## src/sv/kcl_pkg.sv

```systemverilog
`timescale 1ns / 1ps
// ----------------------------------------------------------------------------
// kcl_pkg
// types and constants shared by the keypad code lock modules
// ----------------------------------------------------------------------------
package kcl_pkg;

  localparam int CODE_LEN = 11;
  localparam int KEY_W    = 8;
  localparam int CODE_W   = CODE_LEN * KEY_W;

  typedef logic [KEY_W-1:0] key_t;
  typedef logic [3:0]       count_t;
  typedef logic [3:0]       attempts_t;
  typedef logic [1:0]       cfg_index_t;

  localparam key_t   KEY_NONE   = 8'h00;
  localparam key_t   KEY_HASH   = 8'h23;
  localparam count_t COUNT_FULL = 4'd11;
  localparam count_t COUNT_OVER = 4'd12;

  // register indexes of the configuration port
  localparam cfg_index_t REG_CODE_FIRST_EIGHT = 2'd0;
  localparam cfg_index_t REG_CODE_LAST_THREE  = 2'd1;
  localparam cfg_index_t REG_ATTEMPT_BUDGET   = 2'd2;

  localparam logic [63:0] CODE_FIRST_EIGHT_RESET = 64'h4143_4142_4144_4131;
  localparam logic [23:0] CODE_LAST_THREE_RESET  = 24'h33_3739;
  localparam attempts_t   ATTEMPT_BUDGET_RESET   = 4'd3;

  typedef enum logic [2:0] {
    EV_NONE   = 3'd0,
    EV_START  = 3'd1,
    EV_CHAR   = 3'd2,
    EV_SHORT  = 3'd3,
    EV_OK     = 3'd4,
    EV_WRONG  = 3'd5,
    EV_LOCKED = 3'd6,
    EV_LONG   = 3'd7
  } event_t;

  // what the front saw in one scan sample
  typedef enum logic [1:0] {
    TOK_NONE = 2'd0,
    TOK_HASH = 2'd1,
    TOK_CHAR = 2'd2
  } tok_kind_t;

  typedef struct packed {
    tok_kind_t kind;
    key_t      key;
  } token_t;

  typedef struct packed {
    logic full;
    logic empty;
  } queue_status_t;

endpackage

```

## src/sv/kcl_front.sv

```systemverilog
`timescale 1ns / 1ps
// ----------------------------------------------------------------------------
// kcl_front
// accepts scan samples and turns them into key release tokens
// ----------------------------------------------------------------------------
module kcl_front (
  input  logic                  clk,
  input  logic                  rst,
  input  logic                  s_tvalid,
  output logic                  s_tready,
  input  kcl_pkg::key_t         key_code,
  input  kcl_pkg::queue_status_t q_status,
  output logic                  push,
  output kcl_pkg::token_t       push_tok
);
  import kcl_pkg::*;

  key_t previous_key;

  assign s_tready = !q_status.full;
  assign push     = s_tvalid && s_tready;

  // a key counts on release, the released key is the previous sample
  always_comb begin
    push_tok.key  = previous_key;
    push_tok.kind = TOK_NONE;
    if (key_code == KEY_NONE && previous_key != KEY_NONE) begin
      push_tok.kind = (previous_key == KEY_HASH) ? TOK_HASH : TOK_CHAR;
    end
  end

  always_ff @(posedge clk) begin
    if (rst) begin
      previous_key <= KEY_NONE;
    end else if (push) begin
      previous_key <= key_code;
    end
  end

endmodule

```

## src/sv/kcl_queue.sv

```systemverilog
`timescale 1ns / 1ps
// ----------------------------------------------------------------------------
// kcl_queue
// short token queue between front and back
// ----------------------------------------------------------------------------
module kcl_queue #(
  parameter int DEPTH = 2
) (
  input  logic                   clk,
  input  logic                   rst,
  input  logic                   push,
  input  kcl_pkg::token_t        push_tok,
  input  logic                   pop,
  output kcl_pkg::token_t        head_tok,
  output kcl_pkg::queue_status_t status
);
  import kcl_pkg::*;

  localparam int PTR_W = (DEPTH > 1) ? $clog2(DEPTH) : 1;
  localparam int CNT_W = $clog2(DEPTH + 1);

  token_t             slots [DEPTH];
  logic [PTR_W-1:0]   wr_ptr;
  logic [PTR_W-1:0]   rd_ptr;
  logic [CNT_W-1:0]   level;
  logic               do_push;
  logic               do_pop;

  assign status.full  = (level == CNT_W'(DEPTH));
  assign status.empty = (level == '0);
  assign do_push      = push && !status.full;
  assign do_pop       = pop && !status.empty;
  assign head_tok     = slots[rd_ptr];

  always_ff @(posedge clk) begin
    if (do_push) begin
      slots[wr_ptr] <= push_tok;
    end
  end

  always_ff @(posedge clk) begin
    if (rst) begin
      wr_ptr <= '0;
      rd_ptr <= '0;
      level  <= '0;
    end else begin
      if (do_push) begin
        wr_ptr <= (wr_ptr == PTR_W'(DEPTH - 1)) ? '0 : wr_ptr + 1'b1;
      end
      if (do_pop) begin
        rd_ptr <= (rd_ptr == PTR_W'(DEPTH - 1)) ? '0 : rd_ptr + 1'b1;
      end
      if (do_push && !do_pop) begin
        level <= level + 1'b1;
      end else if (do_pop && !do_push) begin
        level <= level - 1'b1;
      end
    end
  end

endmodule

```

## src/sv/kcl_back.sv

```systemverilog
`timescale 1ns / 1ps
// ----------------------------------------------------------------------------
// kcl_back
// lock state, entry buffer, code compare and result register
// ----------------------------------------------------------------------------
module kcl_back (
  input  logic                   clk,
  input  logic                   rst,
  input  logic                   cfg_wr_en,
  input  kcl_pkg::cfg_index_t    cfg_index,
  input  logic [63:0]            cfg_data,
  input  kcl_pkg::token_t        tok,
  input  logic                   tok_valid,
  output logic                   tok_ready,
  output logic                   out_valid,
  input  logic                   out_ready,
  output kcl_pkg::event_t        out_event,
  output kcl_pkg::attempts_t     out_attempts,
  output logic                   out_entering
);
  import kcl_pkg::*;

  logic [63:0]   code_first_eight;
  logic [23:0]   code_last_three;
  attempts_t     attempt_budget;

  logic          mode_entering;
  count_t        char_count;
  attempts_t     attempts_remaining;
  key_t          entry_buffer [CODE_LEN];

  logic          mode_next;
  count_t        count_next;
  attempts_t     attempts_next;
  event_t        event_next;
  logic          store_char;
  logic          code_match;
  logic          take;
  logic [CODE_W-1:0] code_all;

  assign tok_ready = !out_valid || out_ready;
  assign take      = tok_valid && tok_ready;
  assign code_all  = {code_first_eight, code_last_three};

  // first character sits in the top byte
  always_comb begin
    code_match = 1'b1;
    for (int i = 0; i < CODE_LEN; i++) begin
      if (entry_buffer[i] != code_all[CODE_W-1-KEY_W*i -: KEY_W]) begin
        code_match = 1'b0;
      end
    end
  end

  always_comb begin
    mode_next     = mode_entering;
    count_next    = char_count;
    attempts_next = attempts_remaining;
    event_next    = EV_NONE;
    store_char    = 1'b0;
    case (tok.kind)
      TOK_HASH: begin
        if (!mode_entering) begin
          mode_next  = 1'b1;
          event_next = EV_START;
        end else if (char_count < COUNT_FULL) begin
          count_next = '0;
          event_next = EV_SHORT;
        end else if (char_count > COUNT_FULL) begin
          count_next = '0;
          event_next = EV_LONG;
        end else if (code_match) begin
          count_next    = '0;
          mode_next     = 1'b0;
          attempts_next = attempt_budget;
          event_next    = EV_OK;
        end else if (attempts_remaining <= 4'd1) begin
          count_next    = '0;
          mode_next     = 1'b0;
          attempts_next = attempt_budget;
          event_next    = EV_LOCKED;
        end else begin
          count_next    = '0;
          attempts_next = attempts_remaining - 1'b1;
          event_next    = EV_WRONG;
        end
      end
      TOK_CHAR: begin
        if (mode_entering) begin
          store_char = (char_count < COUNT_FULL);
          if (char_count < COUNT_OVER) begin
            count_next = char_count + 1'b1;
          end
          event_next = EV_CHAR;
        end
      end
      default: begin
      end
    endcase
  end

  always_ff @(posedge clk) begin
    if (rst) begin
      code_first_eight <= CODE_FIRST_EIGHT_RESET;
      code_last_three  <= CODE_LAST_THREE_RESET;
      attempt_budget   <= ATTEMPT_BUDGET_RESET;
    end else if (cfg_wr_en) begin
      case (cfg_index)
        REG_CODE_FIRST_EIGHT: code_first_eight <= cfg_data;
        REG_CODE_LAST_THREE:  code_last_three  <= cfg_data[23:0];
        REG_ATTEMPT_BUDGET:   attempt_budget   <= cfg_data[3:0];
        default: begin
        end
      endcase
    end
  end

  always_ff @(posedge clk) begin
    if (take && store_char) begin
      entry_buffer[char_count] <= tok.key;
    end
  end

  always_ff @(posedge clk) begin
    if (rst) begin
      mode_entering      <= 1'b0;
      char_count         <= '0;
      attempts_remaining <= ATTEMPT_BUDGET_RESET;
      out_valid          <= 1'b0;
    end else begin
      if (take) begin
        mode_entering      <= mode_next;
        char_count         <= count_next;
        attempts_remaining <= attempts_next;
        out_valid          <= 1'b1;
      end else if (out_ready) begin
        out_valid <= 1'b0;
      end
    end
  end

  always_ff @(posedge clk) begin
    if (take) begin
      out_event    <= event_next;
      out_attempts <= attempts_next;
      out_entering <= mode_next;
    end
  end

endmodule

```

## src/sv/keypad_code_lock.sv

```systemverilog
`timescale 1ns / 1ps
// ----------------------------------------------------------------------------
// keypad_code_lock
// keypad combination lock fed by one keypad scan sample per beat
// ----------------------------------------------------------------------------
//  channel   direction  beat contents
//  s_axis    in         tdata[7:0] key_code (0 when no key held)
//  m_axis    out        tdata[2:0] event_res, [6:3] attempts_left, [7] entering
//  cfg       in         write enable, index 0..2, 64-bit data, no read-back
//
//  one beat per cycle sustained while m_tready stays high, every input beat gives exactly one result beat
//  an accepted sample is written into a queue slot, then from the back into the result register
//  the back updates lock state and result on the same clock edge
//  rst is synchronous, active high; it reloads the code, budget and lock state
//  a stalled m_axis fills the queue and only then drops s_tready
// ----------------------------------------------------------------------------
module keypad_code_lock #(
  parameter int QUEUE_DEPTH = 2
) (
  input  logic                clk,
  input  logic                rst,
  // scan samples
  input  logic                s_tvalid,
  output logic                s_tready,
  input  logic [7:0]          s_tdata,   // [7:0] key_code
  // results
  output logic                m_tvalid,
  input  logic                m_tready,
  output logic [7:0]          m_tdata,   // [2:0] event_res, [6:3] attempts_left, [7] entering
  // configuration writes
  input  logic                cfg_wr_en,
  input  kcl_pkg::cfg_index_t cfg_index,
  input  logic [63:0]         cfg_data
);
  import kcl_pkg::*;

  token_t        push_tok;
  token_t        head_tok;
  logic          push;
  logic          pop;
  queue_status_t q_status;
  event_t        out_event;
  attempts_t     out_attempts;
  logic          out_entering;

  // front: release detection, one token per accepted sample
  kcl_front u_front (
    .clk      (clk),
    .rst      (rst),
    .s_tvalid (s_tvalid),
    .s_tready (s_tready),
    .key_code (s_tdata),
    .q_status (q_status),
    .push     (push),
    .push_tok (push_tok)
  );

  // tokens wait here while the result side stalls
  kcl_queue #(
    .DEPTH (QUEUE_DEPTH)
  ) u_queue (
    .clk      (clk),
    .rst      (rst),
    .push     (push),
    .push_tok (push_tok),
    .pop      (pop),
    .head_tok (head_tok),
    .status   (q_status)
  );

  // back: entry state, compare and result register
  kcl_back u_back (
    .clk          (clk),
    .rst          (rst),
    .cfg_wr_en    (cfg_wr_en),
    .cfg_index    (cfg_index),
    .cfg_data     (cfg_data),
    .tok          (head_tok),
    .tok_valid    (!q_status.empty),
    .tok_ready    (pop),
    .out_valid    (m_tvalid),
    .out_ready    (m_tready),
    .out_event    (out_event),
    .out_attempts (out_attempts),
    .out_entering (out_entering)
  );

  assign m_tdata = {out_entering, out_attempts, out_event};

  // result register is empty right after reset
  assert property (@(posedge clk) rst |=> !m_tvalid)
    else $error("result beat valid right after reset");

  // queue cannot be full and empty at once
  assert property (@(posedge clk) disable iff (rst) !(q_status.full && q_status.empty))
    else $error("queue status inconsistent");

  // entry start always leaves the lock entering
  assert property (@(posedge clk) disable iff (rst)
    (m_tvalid && out_event == EV_START) |-> out_entering)
    else $error("entry start without entering");

  // events that only occur during entry keep entering set
  assert property (@(posedge clk) disable iff (rst)
    (m_tvalid && (out_event == EV_CHAR || out_event == EV_SHORT ||
                  out_event == EV_LONG || out_event == EV_WRONG)) |-> out_entering)
    else $error("entry event reported while idle");

  // correct code and lockout both return to idle
  assert property (@(posedge clk) disable iff (rst)
    (m_tvalid && (out_event == EV_OK || out_event == EV_LOCKED)) |-> !out_entering)
    else $error("lock still entering after entry closed");

endmodule
```

## config.mk

```make
export PLATFORM = sky130hd
export DESIGN_NAME = keypad_code_lock
export DESIGN_NICKNAME = d
export VERILOG_FILES = /design/src/sv/kcl_pkg.sv /design/src/sv/kcl_front.sv /design/src/sv/kcl_queue.sv /design/src/sv/kcl_back.sv /design/src/sv/keypad_code_lock.sv
export SDC_FILE = /design/constraint.sdc
export NUM_CORES = 1
export LEC_CHECK = 0
export ABC_AREA = 1
export BUFFER_PORTS_ARGS = -buffer_cell sky130_fd_sc_hd__buf_2
export CAP_MARGIN = 20
export CORE_AREA = 10 10 132 158
export CTS_CLUSTER_SIZE = 20
export DETAILED_ROUTE_END_ITERATION = 10
export DIE_AREA = 0 0 142 168
export GPL_ROUTABILITY_DRIVEN = 0
export PLACE_DENSITY = 0.85
export SYNTH_ARGS = -nofsm -noshare
export SYNTH_HDL_FRONTEND = slang
export SYNTH_SLANG_ARGS = --single-unit
```

## constraint.sdc

```tcl
create_clock -name clk -period 3 [get_ports clk]
set_clock_uncertainty 0.15 [all_clocks]
set_input_delay 0.15 -clock clk [delete_from_list [all_inputs] [get_ports clk]]
set_output_delay 0.15 -clock clk [all_outputs]
set_load 0.02 [all_outputs]
```

==> run metrics, run 1 <==
sequential power share=49.0%; DP Worst Slack=0.4202 ns; Synth Instances=1101; Yosys reg bits=231; grt ovf=0; CP max stage delay=0.59 ns; R2R depth=6; main flop type after synthesis=edfxtp_1; outcome=completed; clock tree buffer depth=3; wire per inst=16.23 um; sequential fraction of the synthesis area=59.59%; max-slew violations=0; Iter 0 DRT Violations=658; post-route cell area=11930 um^2; Worst-Skew Late Latency=0.51 ns; Sw Ratio=29.12%; Die H=168 um; crit path max fanout=12; Mapped Area=9709 um^2; most common cell after layout, fill and taps aside=nand2_1; number of H-tree levels=1; WS Path Type=flip-flop to flip-flop; fin nets=1363; vias per cell=5.267; DRT antenna net count=0; CTS tree=built; CP Cell Sequence=o21ai_0 > inv_1 > ha_1 > nand4_1 > nor3_1 > buf_4; setup repair after global routing missed its margin=no; fmax=0.3777 GHz; PortBufs=88; root buffer cell=clkbuf_16; CP max stage cell=dfxtp_1; most frequent cells in the layout=nand2_1, nor2_1, inv_1; vias in the first global route=8137; antenna violations before repair=1; Min-Delay Path Class=input port to flip-flop; PwrDens=674.4 nW/um^2; hold depth=3; total core area=17840 um^2; PostCTS Resize Cnt=0; initial core utilization=54.43%; Setup WS post-layout=0.3524 ns; Util after Layout=66.86%; Slew @ Worst Pin=0.8615 ns; Tcrit/Tclk final=88.25%; hold_buf cts=77; placed cell area=10450 um^2; row count=54; clock share of power=33.6%; syn nets=1189; Worst Path Required=3.06 ns; Critical Path AT=2.71 ns; cell internal pwr=5702 uW; Async SR Flop Fraction=0%; Gate power share=17.4%; Post-Layout Cell Count=1516; setup TNS=0 ns; Cells after DPL=1397; Unique masters post-synth=32; CTS Buf Count=23; clk sinks=231; Hold Path Origin=s_tvalid; final WL=24600 um; syn_area_per_cell=8.819 um^2; overall fraction of global-route tracks in use=20.38%; Final min period=2.648 ns; Syn-to-layout area delta=22.83%; sw power=2342 uW; Rel. slew slack=42.36%; post-CTS setup buffer count=0; crit path capture type=flip-flop; Max VDD drop=0.4672 mV; detailed-route DRC error count=0; Yosys warning count=0; Pleak=0.005309 uW; vias after detailed routing=7985; detailed placement HPWL=15710 um; Horiz. Die Dim=142 um; Setup-failing EPs final=0; max_cap viols=0; Die ar.=23860 um^2; Worst Setup Start Kind=flip-flop; Top Ports=89; first-pass GRT wire length=40050 um; Pre-Repair DR Iteration Count=5; Final Hold Viols=0; Post-synth EDFFs=116; layout cells sized above 1=13.01%; clk slew on worst S/H paths=0.06 ns; largest net degree at the start of global routing=61
## power by group through the flow
stage / Sequential [uW] / Clock, uW / Combinational (uW)
5_1_grt: 3980 / 2850 / 1570
3_3_place_gp: 3990 / 0 / 1250
4_1_cts: 3940 / 2730 / 1380
2_1_floorplan: 4000 / 0 / 830
6_report: 3940 / 2700 / 1400
3_5_place_dp: 4000 / 0 / 1300
## registers in the layout (all words and copies together), names as in the netlist, named ones only
signal                     cells
u_back.mode_entering           1
u_back.attempts_remaining      4
u_back.entry_buffer           88
u_back.out_event               3
u_queue.wr_ptr                 1
u_queue.slots                 20
u_back.out_entering            1
u_back.attempt_budget          4
u_back.code_last_three        24
u_back.code_first_eight       64
u_back.char_count              4
u_back.out_valid               1
u_queue.level                  2
u_back.out_attempts            4
u_queue.rd_ptr                 1
u_front.previous_key           8
## per-layer routing
| layer | up-vias | GRT usage, % | wire length (um) |
|---|---|---|---|
| met5 | - | 0 | 0 |
| met1 | 3710 | 23.98 | 9496 |
| met3 | 67 | 3.293 | 1723 |
| li1 | 3863 | - | - |
| met2 | 345 | 35.40 | 12470 |
| met4 | 0 | 9.346 | 911 |
## metrics by stage
step | hold slack (ns) | power, uW
6_report | 0.03675 | 8044
5_1_grt | 0.07859 | 8397
3_3_place_gp | 0.2134 | 5237
2_1_floorplan | 0.1132 | 4832
3_5_place_dp | 0.2209 | 5304
4_1_cts | 0.02151 | 8052
## critical path, delay by kind of cell (launching register included)
family	cells	cell delay (ns)
AND/OR/NAND/NOR	2	0.87
flip-flops	1	0.59
buffers and inverters	2	0.32
adder cells (fa/ha/maj)	1	0.21
AO/OA/AOI/OAI	1	0.20
## synth_stat cells (3+ instances only)
library cell	instances	area, um^2
nand2_1	259	972.2
nor2_1	202	758.2
inv_1	128	480.5
edfxtp_1	116	3483
dfxtp_1	115	2302
o21ai_0	76	380.4
a21oi_1	37	185.2
clkbuf_1	30	112.6
nand3_1	26	130.1
xor2_1	25	219.0
o211ai_1	15	112.6
nor3_1	13	65.06
ha_1	9	112.6
mux2_2	8	90.09
xnor2_1	8	70.07
inv_2	6	22.52
nand4_1	6	37.54
nor2_4	3	33.78
nor4_1	3	18.77
## worst paths after layout
path | end | slack (ns)
max | u_back.entry_buffer[7][6] | 0.35
min | u_front.previous_key[5] | 0.04
max reg2reg | u_back.entry_buffer[7][6] | 0.35
min reg2reg | u_queue.rd_ptr | 0.31
## final cells by class
type | count | area (um^2)
fillers | 1279 | 5911
flip-flops and latches | 231 | 5786
multi-input cells | 701 | 3287
repair buffers | 183 | 1359
clock buffers | 26 | 596.8
inverters | 135 | 506.7
well taps | 224 | 280.3
clock inverters | 15 | 108.9
diodes | 1 | 2.502
## cell families (layout without fill, tap and decap cells)
logic type,Yosys count,in the layout,share of synthesized area (%)
mux,8,8,0.9279
buf+inv,169,359,6.662
flops,231,231,59.59
compound gates,131,131,7.191
other cells,0,1,0
simple gates,520,520,21.49
xor+xnor,33,33,2.977
fa+ha+maj,9,9,1.160
(Power assumes the default switching activity.)
==> run 2, diff against run 1 <==
--- a/config.mk
+++ b/config.mk
@@ -8,12 +8,13 @@
 export ABC_AREA = 1
 export BUFFER_PORTS_ARGS = -buffer_cell sky130_fd_sc_hd__buf_2
 export CAP_MARGIN = 20
-export CORE_AREA = 10 10 132 158
+export CORE_AREA = 10 10 143 145
 export CTS_CLUSTER_SIZE = 20
 export DETAILED_ROUTE_END_ITERATION = 10
-export DIE_AREA = 0 0 142 168
+export DIE_AREA = 0 0 153 155
 export GPL_ROUTABILITY_DRIVEN = 0
-export PLACE_DENSITY = 0.85
+export MAX_ROUTING_LAYER = met4
+export PLACE_DENSITY = 0.78
 export SYNTH_ARGS = -nofsm -noshare
 export SYNTH_HDL_FRONTEND = slang
 export SYNTH_SLANG_ARGS = --single-unit
==> run 2 against run 1 <==
Compared with the run above: final cell count grew 0.73%; global-route usage shrank 0.47 points; critical path depth grew 1; first-iteration DRC count shrank 19%; hold slack lost 0.0056 ns; utilization grew 1.6 points; count of clock-buffer cells in the layout grew 2; critical endpoint is now u_back.entry_buffer[3][7]; largest cell class unchanged.
==> run metrics, run 2 (synthesis gave the netlist of run 1 again) <==
outcome=completed; initial core utilization=54.99%; number of H-tree levels=1; PostCTS Resize Cnt=0; Final Hold Viols=0; overall fraction of global-route tracks in use=19.92%; Util after Layout=68.42%; Tcrit/Tclk final=76.68%; fin nets=1368; Hold EP=u_front.previous_key[3]; total core area=17660 um^2; detailed placement HPWL=14800 um; Syn-to-layout area delta=24.42%; most common cell after layout, fill and taps aside=nand2_1; PortBufs=88; root buffer cell=clkbuf_16; Rel. slew slack=44.54%; Worst Setup Start Kind=flip-flop; wire per inst=15.37 um; R2R depth=7; largest registers=u_back.entry_buffer: 88 flops, u_back.code_first_eight: 64 flops, u_back.code_last_three: 24 flops; Iter 0 DRT Violations=531; layout cells sized above 1=13.17%; Die H=155 um; Horiz. Die Dim=153 um; detailed-route DRC error count=0; first-pass GRT wire length=37920 um; DP Worst Slack=0.7142 ns; antenna violations before repair=0; PwrDens=696.4 nW/um^2; Top Ports=89; Critical Path AT=2.38 ns; max reg flops=88; grt ovf=0; Setup-failing EPs final=0; largest net degree at the start of global routing=61; Setup WS post-layout=0.6996 ns; fmax=0.4347 GHz; vias after detailed routing=7710; DRT antenna net count=0; reg-to-reg endpoint=u_back.entry_buffer[3][7]; Final min period=2.300 ns; vias in the first global route=7802; placed cell area=10470 um^2; Hold WS=0.03119 ns; crit path capture type=flip-flop; post-CTS setup buffer count=0; Pre-Repair DR Iteration Count=5; Min-Delay Path Class=input port to flip-flop; CTS tree=built; max-slew violations=0; post-route cell area=12080 um^2; Slew @ Worst Pin=0.8289 ns; row count=49; CTS Buf Count=24; Die ar.=23720 um^2; clk slew on worst S/H paths=0.06 ns; setup TNS=0 ns; Hold Path Origin=s_tvalid; Pleak=0.005385 uW; max_cap viols=0; Worst-Skew Late Latency=0.52 ns; WS Path Type=flip-flop to flip-flop; most frequent cells in the layout=nand2_1, nor2_1, inv_1; Worst Path Required=3.08 ns; hold depth=4; setup repair after global routing missed its margin=no; Max VDD drop=0.5382 mV; # diodes=0; final WL=23470 um; clk sinks=231; R2R Setup Slk=0.70 ns; clock tree buffer depth=3; vias per cell=5.049; crit path max fanout=12; largest reg by FF count=u_back.entry_buffer
[run 2: routing by layer]
layer	wire [um]	up-vias	track usage (%)
met5	0	-	-
met4	657	0	6.994
met3	1230	54	2.867
met2	11710	233	34.55
met1	9867	3552	23.27
li1	-	3871	-
[run 2: stage by stage]
stage | cells | total power, uW
2_1_floorplan | 1101 | 4832
3_3_place_gp | 1404 | 5292
3_5_place_dp | 1404 | 5331
4_1_cts | 1527 | 8449
5_1_grt | 1527 | 8770
6_report | 1527 | 8413
[run 2: worst max-delay path, cell delays in order (launching register included)]
cell	delay [ns]
dfxtp_1	0.61
o21ai_0	0.22
inv_1	0.09
ha_1	0.22
nand4_1	0.12
buf_4	0.21
nor3_1	0.18
buf_4	0.22
[run 2: power by group]
| group | internal, uW | total [uW] | switching, uW | leakage, uW |
|---|---|---|---|---|
| Combinational | 484 | 1420 | 940 | 0.00299 |
| Sequential | 3770 | 3930 | 166 | 0.00201 |
| Clock | 1840 | 3060 | 1210 | 0.000395 |
| Total | 6090 | 8410 | 2320 | 0.00539 |
[run 2: final cells by class]
cell class                      count  area (um^2)
Sequential cell                   231         5786
Clock buffer                       28        625.6
Fill cell                        1308         5577
Tap cell                          229        286.5
Clock inverter                     16        195.2
Multi-Input combinational cell    701         3287
Timing Repair Buffer              187         1394
Inverter                          135        506.7
[run 2: worst max path at each step]
stage	to	slack, ns	cells after the start	from
floorplan	u_back.entry_buffer[4][0]	0.45	7	flip-flop
CTS	u_back.entry_buffer[3][5]	0.67	7	flip-flop
detailed placement	u_back.entry_buffer[9][6]	0.71	7	flip-flop
finish	u_back.entry_buffer[3][7]	0.70	7	flip-flop
global placement	u_back.char_count[2]	0.85	8	flip-flop
global route	u_back.entry_buffer[6][7]	0.46	7	flip-flop
[run 2: timing repair]
item | 4_1_cts | 5_1_grt
endpoints found under the setup margin | 0 | 0
hold buffers | 79 | 0
endpoints found under the hold margin | 109 | 0
==> run 3, diff against run 2 <==
==> constraint.sdc (replaced) <==
create_clock -name clk -period 2.35 [get_ports clk]
set_clock_uncertainty 0.15 [all_clocks]
set_input_delay 0.1175 -clock clk [delete_from_list [all_inputs] [get_ports clk]]
set_output_delay 0.1175 -clock clk [all_outputs]
set_load 0.02 [all_outputs]
==> run 3 against run 2 <==
Compared with the run above: wire length increased by 3.9%; total power rose by 25%; highest routed layer unchanged; critical endpoint is now u_front.previous_key[5]; first-iteration DRC count is 16% lower; fmax is 0.97% higher; final cell count up 1.4%; flip-flop and latch count unchanged; combinational power up 37%; count of clock-buffer cells in the layout is 2 higher; utilization increased by 0.78 points; sequential power increased by 27%; cell area up 1.1%; register-to-register slack got worse by 0.63 ns.
==> run metrics, run 3 (synthesis gave the netlist of run 1 again) <==
clock tree buffer depth=3; R2R Setup Slk=0.07 ns; Worst Path Required=2.60 ns; Tcrit/Tclk final=96.95%; final WL=24380 um; first-pass GRT wire length=38920 um; crit path max fanout=10; reg-to-reg startpoint=u_queue.level[0]; Horiz. Die Dim=153 um; setup repair after global routing missed its margin=yes; PortBufs=88; Pleak=0.005475 uW; Syn-to-layout area delta=25.84%; reg-to-reg endpoint=u_front.previous_key[5]; Worst Setup Start Kind=flip-flop; largest reg by FF count=u_back.entry_buffer; max_cap viols=0; CP max stage delay=0.60 ns; max reg flops=88; CTS Buf Count=25; hold depth=4; CP bufs+invs=4; CP Cell Sequence=inv_2 > nand2_2 > nand2_1 > buf_6 > o21ai_1 > dlygate4sd3_1 > a21oi_2 > dlygate4sd3_1; most frequent cells in the layout=nand2_1, nor2_1, inv_1; Top Ports=89; area of the multi-input gates=3301 um^2; layout cells sized above 1=13.57%; fmax=0.4389 GHz; Slew @ Worst Pin=0.5926 ns; PwrDens=860.4 nW/um^2; placed cell area=10520 um^2; crit-path most repeated cell=dlygate4sd3_1; Die ar.=23720 um^2; grt ovf=0; Hold EP=u_queue.level[1]; Util after Layout=69.20%; largest registers=u_back.entry_buffer: 88 flops, u_back.code_first_eight: 64 flops, u_back.code_last_three: 24 flops; max-slew violations=0; Hold Path Origin=rst; Worst path depth=8; clk slew on worst S/H paths=0.06 ns; outcome=completed; Setup-failing EPs final=0; root buffer cell=clkbuf_16; Final Hold Viols=0; clk sinks=231; Rel. slew slack=60.49%; vias after detailed routing=7946; antenna violations before repair=1; Pre-Repair DR Iteration Count=5; Reg area=5787 um^2; CP max stage cell=dlygate4sd3_1; fin nets=1389; Max VDD drop=0.6567 mV; R2R depth=8; wire per inst=15.74 um; overall fraction of global-route tracks in use=20.40%; WS Path Type=flip-flop to flip-flop; Pwr Total=10510 uW; most common cell after layout, fill and taps aside=nand2_1; detailed placement HPWL=14860 um; Min-Delay Path Class=input port to flip-flop; DRT antenna net count=0; row count=49; delay-heaviest family, CP=buffers and inverters; total core area=17660 um^2; post-route cell area=12220 um^2; Critical Path AT=2.53 ns; Worst-Skew Late Latency=0.51 ns; fill cell count=1259; Final min period=2.278 ns; crit path capture type=flip-flop; vias per cell=5.130; number of H-tree levels=1; CTS tree=built; largest net degree at the start of global routing=69; Die H=155 um; initial core utilization=54.99%; vias in the first global route=7877; Iter 0 DRT Violations=444; detailed-route DRC error count=0
==> run 3: changes by cell type in the layout (fill, tap and decap cells not counted), sizes merged <==
cell,change
buf,+6
bufinv,-3
clkbuf,+2
clkinv,+5
clkinvlp,-3
diode,+1
dlygate4sd3,+13
dlymetal6s4s,+1
==> run 3: report_power, final <==
group          total (uW)  leakage (uW)  switching, uW  internal (uW)
Combinational        1950       0.00310           1260            694
Clock                3550      0.000369           1500           2050
Sequential           5010       0.00201            200           4810
==> run 3: worst max-delay path by stage <==
stage | to | slack (ns) | start
2_1_floorplan | u_back.entry_buffer[4][0] | -0.20 | flip-flop
6_report | u_front.previous_key[5] | 0.07 | u_queue.level[0]
4_1_cts | u_front.previous_key[4] | 0.02 | u_queue.level[0]
3_3_place_gp | u_back.entry_buffer[9][7] | 0.22 | u_back.char_count[0]
5_1_grt | u_front.previous_key[5] | -0.02 | u_queue.level[0]
3_5_place_dp | u_back.entry_buffer[9][5] | 0.16 | u_back.char_count[0]
==> run 3: per-layer routing <==
layer	share of wire [%]	global-route usage, %	vias to the layer above
met5	0	-	-
met4	3.4	7.675	0
met3	5.7	3.226	77
met2	49	34.86	295
met1	42	23.89	3653
li1	-	-	3921
==> run 3: cell type report <==
type / instances / share of cell area [%]
clock buffers: 30 / 5.274
diodes: 1 / 0.02048
repair buffers: 207 / 13.08
multi-input cells: 701 / 27.01
well taps: 229 / 2.345
flip-flops and latches: 231 / 47.36
inverters: 135 / 4.147
clock inverters: 15 / 0.7578
==> run 3: through the flow <==
stage                     std cells  hold WS, ns  worst slack (ns)   TNS, ns
after floorplan                1101      0.08072           -0.1981    -15.85
after CTS                      1551      0.01795           0.01709         0
after detailed placement       1409       0.1831            0.1644         0
after global routing           1549      0.05551          -0.02026  -0.02753
final                          1549      0.05621           0.07168         0
after global placement         1409       0.1804            0.2186         0
==> run 3: tightest hold or removal path: stages <==
cell,delay [ns]
buf_2,0.19
inv_2,0.19
o21ai_0,0.12
a21oi_1,0.04
==> run 3: what timing repair did <==
item	4_1_cts	5_1_grt
setup endpoints to repair	0	17
buffers inserted	0	1
gates resized for setup	0	14
endpoints found under the hold margin	111	0
hold buffers	97	0
